==> src/rtl/look_at_basis_builder_unit_macros.svh <==
// Assertion macros shared by the basis builder.
`ifndef LOOK_AT_BASIS_BUILDER_UNIT_MACROS_SVH
`define LOOK_AT_BASIS_BUILDER_UNIT_MACROS_SVH

// Implication in the same cycle, checked on the rising clock edge outside reset.
`define LABB_ASSERT_NOW(lbl, ante, cons, msg) \
    lbl: assert property (@(posedge i_clk) disable iff (!i_rst_n) (ante) |-> (cons)) \
        else $error(msg);

// Implication against a past value of sig, taken at the delay given by dly.
`define LABB_ASSERT_PAST(lbl, ante, sig, dly, msg) \
    lbl: assert property (@(posedge i_clk) disable iff (!i_rst_n) \
        (ante) |-> $past(sig, dly)) else $error(msg);

`endif

==> src/rtl/labb_pkg.sv <==
// Types and constants of the look-at basis builder.
package labb_pkg;

    localparam int VW = 33;
    localparam int AW = 30;
    localparam int SW = 62;
    localparam int QW = 31;
    localparam int RW = 32;
    localparam int CW = 32;

    localparam logic [15:0] ONE_Q14     = 16'h4000;
    localparam logic [15:0] NEG_ONE_Q14 = 16'hC000;
    localparam logic [16:0] SAT_MAG     = 17'd16384;

    localparam logic [1:0] CFG_UP_X = 2'd0;
    localparam logic [1:0] CFG_UP_Y = 2'd1;
    localparam logic [1:0] CFG_UP_Z = 2'd2;

    localparam int NORM_LAT  = 71;
    localparam int CROSS_LAT = 2;

    typedef logic [2:0][15:0] t_vec;

    typedef struct packed {
        logic look_dn;
        logic look_up;
        logic deg;
        t_vec w;
        t_vec u;
    } t_side;

    typedef struct packed {
        logic             vld;
        logic             zero;
        logic [2:0]       neg;
        logic [2:0][AW-1:0] a;
        t_side            side;
    } t_nctl;

endpackage

==> src/rtl/labb_cross.sv <==
// Two-stage cross product of two Q1.14 vectors.
module labb_cross (
    input  logic                          i_clk,
    input  logic                          i_rst_n,
    input  logic                          i_vld,
    input  labb_pkg::t_vec                i_a,
    input  labb_pkg::t_vec                i_b,
    input  labb_pkg::t_side               i_side,
    output logic                          o_vld,
    output logic [2:0][labb_pkg::CW-1:0]  o_c,
    output labb_pkg::t_side               o_side
);

    logic                         r_p_vld;
    logic signed [31:0]           r_p [6];
    labb_pkg::t_side              r_p_side;
    logic                         r_c_vld;
    logic [2:0][labb_pkg::CW-1:0] r_c;
    labb_pkg::t_side              r_c_side;

    always_ff @(posedge i_clk) begin
        if (!i_rst_n) begin
            r_p_vld <= 1'b0;
            r_c_vld <= 1'b0;
        end else begin
            r_p_vld <= i_vld;
            r_c_vld <= r_p_vld;
        end
        r_p[0] <= $signed(i_a[1]) * $signed(i_b[2]);
        r_p[1] <= $signed(i_a[2]) * $signed(i_b[1]);
        r_p[2] <= $signed(i_a[2]) * $signed(i_b[0]);
        r_p[3] <= $signed(i_a[0]) * $signed(i_b[2]);
        r_p[4] <= $signed(i_a[0]) * $signed(i_b[1]);
        r_p[5] <= $signed(i_a[1]) * $signed(i_b[0]);
        r_p_side <= i_side;
        r_c[0] <= r_p[0] - r_p[1];
        r_c[1] <= r_p[2] - r_p[3];
        r_c[2] <= r_p[4] - r_p[5];
        r_c_side <= r_p_side;
    end

    assign o_vld  = r_c_vld;
    assign o_c    = r_c;
    assign o_side = r_c_side;

endmodule

==> config.mk <==
export PLATFORM = sky130hd
export DESIGN_NAME = labb_cross
export DESIGN_NICKNAME = d
export VERILOG_FILES = /design/src/rtl/look_at_basis_builder_unit_macros.svh /design/src/rtl/labb_pkg.sv /design/src/rtl/labb_cross.sv
export SDC_FILE = /design/constraint.sdc
export NUM_CORES = 2
export LEC_CHECK = 0
export BUFFER_PORTS_ARGS = -buffer_cell sky130_fd_sc_hd__buf_2
export CAP_MARGIN = 10
export CORE_ASPECT_RATIO = 0.6
export CORE_MARGIN = 2
export CORE_UTILIZATION = 61
export DETAILED_ROUTE_END_ITERATION = 6
export GPL_TIMING_DRIVEN = 0
export MAX_ROUTING_LAYER = met4
export PLACE_DENSITY = 0.8
export SYNTH_ARGS = -nofsm -noshare
export SYNTH_HDL_FRONTEND = slang
export SYNTH_SLANG_ARGS = --single-unit
export TNS_END_PERCENT = 5
==> constraint.sdc <==
create_clock -name i_clk -period 9.4 [get_ports i_clk]
set_input_delay 1.41 -clock i_clk [delete_from_list [all_inputs] [get_ports i_clk]]
set_output_delay 1.41 -clock i_clk [all_outputs]
set_load 0.005 [all_outputs]
==> metrics.md <==
| Metric | Value |
|---|---|
| Detailed Routing Iterations Pass 1 | `7` |
| Max-slew violation count | `18` |
| Detailed Route WL | `roughly 260000 µm` |
| Status | `complete, but fails checks` |
| Clk_skew | `approximately 0.056 ns` |
| Simple-Gate Fraction of Synth Area | `14.1%` |
| Yosys cell types | `88` |
| Die H | `between 200 and 300 µm` |
| WP data arrival | `~9.8 ns` |
| Clock Tree Buf Depth | `3` |
| Part of the cycle the worst path needs | `about 100%` |
| Buffers on Ports | `between 300 and 400` |
| DRC Markers | `1` |
| CTS H-Tree Depth | `2` |
| Root Buffer | `clkbuf_16` |
| Syn Area/Cell | `9.45 µm²` |
| XOR/XNOR share of the synthesized area | `between 3 and 4%` |
| Synth Flop Type | `dfxtp_1` |
| Vias in the first global route | `a little under 60000` |
| Initial Utilization | `between 60% and 70%` |
| Cell Chain, Critical Path | `buf_2 -> inv_1 -> clkbuf_2 -> nor2_1 -> fa_1 -> fa_1 -> fa_1 -> fa_1 -> fa_1 -> inv_1 -> fa_1 -> inv_1 -> ha_1 -> buf_2 -> and4_1 -> nand2_1 -> or4_1 -> nor3_1 -> o2111ai_1 -> nand3b_1 -> xor2_1` |
| Critical path class | `primary input to flip-flop` |
| Share of cells above drive strength 1 | `6.54%` |
| Die X | `454 µm` |
| Pin count of the biggest net entering global routing | `17` |
| Layout area overhead | `8.14%` |
| Drt first-iter violations | `approximately 6700` |
| Asr flop ratio synth | `0%` |
| Largest family of logic cells by synthesized area | `adder cells` |
| Crit Path Max Fanout | `10` |
| Failing checks | `DRC, capacitance limit, slew limit` |
| CP Launch Type | `primary input` |
| Top-Level Pins | `between 300 and 400` |
| CP max stage cell | `nor3_1` |
| Min cycle time layout | `9.38 ns` |
| Clk slew on worst S/H paths | `~0.07 ns` |
| Vias per cell | `slightly below 6` |
| CP required | `approximately 10 ns` |
| Nets | `between 10000 and 15000` |
| RSZ-0062 raised after global routing | `no` |
| DP HPWL | `around 220000 µm` |
| CTS buffer count | `47` |
| Rel. slew slack | `-2.99%` |
| Antenna violations before repair | `just over 70` |
| CTS sink count | `about 500` |
| Post-CTS Hold Buffers | `0` |
| Placed cell area | `about 0.08 mm²` |
| Max-Cap Viols | `1` |
| Fmax | `107 MHz` |
| Seq cells post-synth | `about 490` |
| # rows | `98` |
| EDFF count, synth | `0` |
| Post-Syn Instances | `about 8000` |
| Min-Delay Path Class | `flip-flop to flip-flop` |
| Final Cell Area | `between 0.08 and 0.09 mm²` |
| Detailed-route wire length per cell | `25.9 µm` |
| Hold Vio Cnt, Final | `0` |
| Die footprint | `about 0.12 mm²` |
| Max incr delay on CP | `~0.76 ns` |
| Final setup fails | `0` |
| Vias | `slightly below 60000` |
| Wire length of the first global-routing pass | `roughly 380000 µm` |
| Critical Path End Type | `flip-flop` |
| Least-Margin Pin Slew | `1.54 ns` |
| Buf/Inv on CP | `6` |
| Crit path max-delay family | `adder cells` |
| Compound-Gate Fraction of Synth Area | `6.00%` |
| CTS tree | `built` |
| Sequential cell area fraction in the yosys report | `13.2%` |
| GRT Util Overall | `43.9%` |
| Synth Area in Adders | `between 50% and 60%` |
| Routed Antenna Nets | `0` |
| Gpl congestion | `1.13` |
| Synth Cell Area | `~0.074 mm²` |
| Post-Syn Nets | `10200` |
| Share of synthesized area spent on multiplexers | `less than 1%` |
| Yosys warns | `0` |
| Global route overflow | `0` |
| Crit-path most repeated cell | `fa_1` |
| Core Region | `roughly 0.12 mm²` |
| Setup TNS | `0 ns` |
| Latest clock arrival within the worst-skew pair | `0.67 ns` |
-- cell usage in the layout, fill, tap and decap left out, drive strengths merged, types with 65 or more instances in the layout --
master | Yosys | routed
and2 | 753 | 753
o21ai | 132 | 132
fa | 1575 | 1575
dfxtp | 488 | 488
nand2 | 826 | 826
inv | 1853 | 1857
a21oi | 201 | 201
nand3 | 65 | 65
clkbuf | 297 | 360
nor2 | 206 | 206
buf | 7 | 416
a21o | 77 | 77
xnor2 | 219 | 219
ha | 585 | 585
-- flip-flops by register name, summed over array words and instances, names as in the netlist --
| signal | cells |
|---|---|
| o_c | 96 |
| r_p | 192 |
| o_vld | 1 |
| o_side | 99 |
| r_p_side | 99 |
| r_p_vld | 1 |
-- metrics by stage --
step                hold slack (ns)  cells  worst slack, ns  util (%)
global route                  0.330   9965            0.103      66.8
global placement              0.310   9831           -0.560      65.1
detailed placement            0.312   9836           -0.601      65.2
CTS                           0.324   9920           0.0547      66.5
floorplan                     0.310   7838             2.02         -
finish                        0.322   9994           0.0184      66.8
-- cells by family (layout without fill, tap and decap cells) --
| kind of cell | count (synthesis) | count (layout) |
|---|---|---|
| compound gates | 663 | 663 |
| xor+xnor | 278 | 278 |
| fa+ha+maj | 2160 | 2160 |
| buf+inv | 2157 | 2652 |
| flops | 488 | 488 |
| mux | 3 | 3 |
| other cells | 0 | 61 |
| simple gates | 2089 | 2089 |
-- worst register-to-register path, delay by kind of cell, from the launching register on --
family                     cells  cell delay [ns]
DFF                            1             0.31
buffers and inverters          1             0.04
adders and majority gates      2             0.74
and+or+nand+nor                1             0.21
AOI/OAI and AO/OA              7             2.01
xor gates and xnor gates       1             0.13
-- cells in the mapped netlist (5+ instances only) --
cell | count | share of area (%)
or3_1 | 18 | 0.15
o211ai_1 | 24 | 0.24
nand2_1 | 826 | 4.2
a21o_1 | 76 | 0.77
nand4_1 | 19 | 0.16
o21ai_1 | 20 | 0.14
inv_1 | 1852 | 9.4
a211o_1 | 9 | 0.11
o2111ai_1 | 8 | 0.095
o21ai_0 | 110 | 0.74
clkbuf_1 | 295 | 1.5
a2111oi_0 | 5 | 0.059
nand3_1 | 65 | 0.44
nor2b_1 | 30 | 0.25
or2_2 | 7 | 0.059
a21boi_0 | 10 | 0.10
or4_1 | 5 | 0.051
nor3_1 | 55 | 0.37
nand3b_1 | 6 | 0.061
a21oi_1 | 196 | 1.3
o31ai_1 | 9 | 0.091
a31o_2 | 9 | 0.11
dfxtp_1 | 488 | 13
nand2b_1 | 48 | 0.41
nor2_1 | 206 | 1.0
and2_1 | 753 | 6.4
a221oi_1 | 5 | 0.059
fa_1 | 1575 | 43
a211oi_1 | 26 | 0.26
a31oi_1 | 19 | 0.16
xor2_1 | 59 | 0.70
nor3b_1 | 7 | 0.071
ha_1 | 585 | 9.9
xnor2_1 | 219 | 2.6
o21bai_1 | 34 | 0.34
a21oi_2 | 5 | 0.059
o21a_1 | 31 | 0.31
and3_1 | 22 | 0.19
-- final cells by class --
class,count,area [µm²]
multi-input cells,5193,56200
fillers,9702,39700
flip-flops and latches,488,9770
inverters,1853,6960
repair buffers,411,2240
well taps,1600,2000
clock buffers,62,1340
plain buffers,304,1150
clock inverters,22,283
diodes,61,153
-- repair_timing --
item	4_1_cts	5_1_grt
resized for setup	1	4
endpoints found under the setup margin	1	3
setup buffers	0	0
pin swaps	0	0
-- routing by layer --
metal	global-route usage (%)	routed length (µm)
met3	21.9	45900
met2	54.8	99400
met5	-	0
met1	61.4	105000
met4	13.2	9320
-- worst paths after layout --
check | cells after the start | slack (ns) | end | from
max | 21 | 0.02 | r_p[5][27] | i_b[15]
max reg2reg | 12 | 5.82 | o_c[94] | r_p[4][0]
min | 0 | 0.32 | o_side[41] | r_p_side[41]
min reg2reg | 0 | 0.32 | o_side[41] | r_p_side[41]
Power is left out: the tool's default activity adds up to more than one toggle a clock period on the data nets, which glitch-free logic cannot reach.
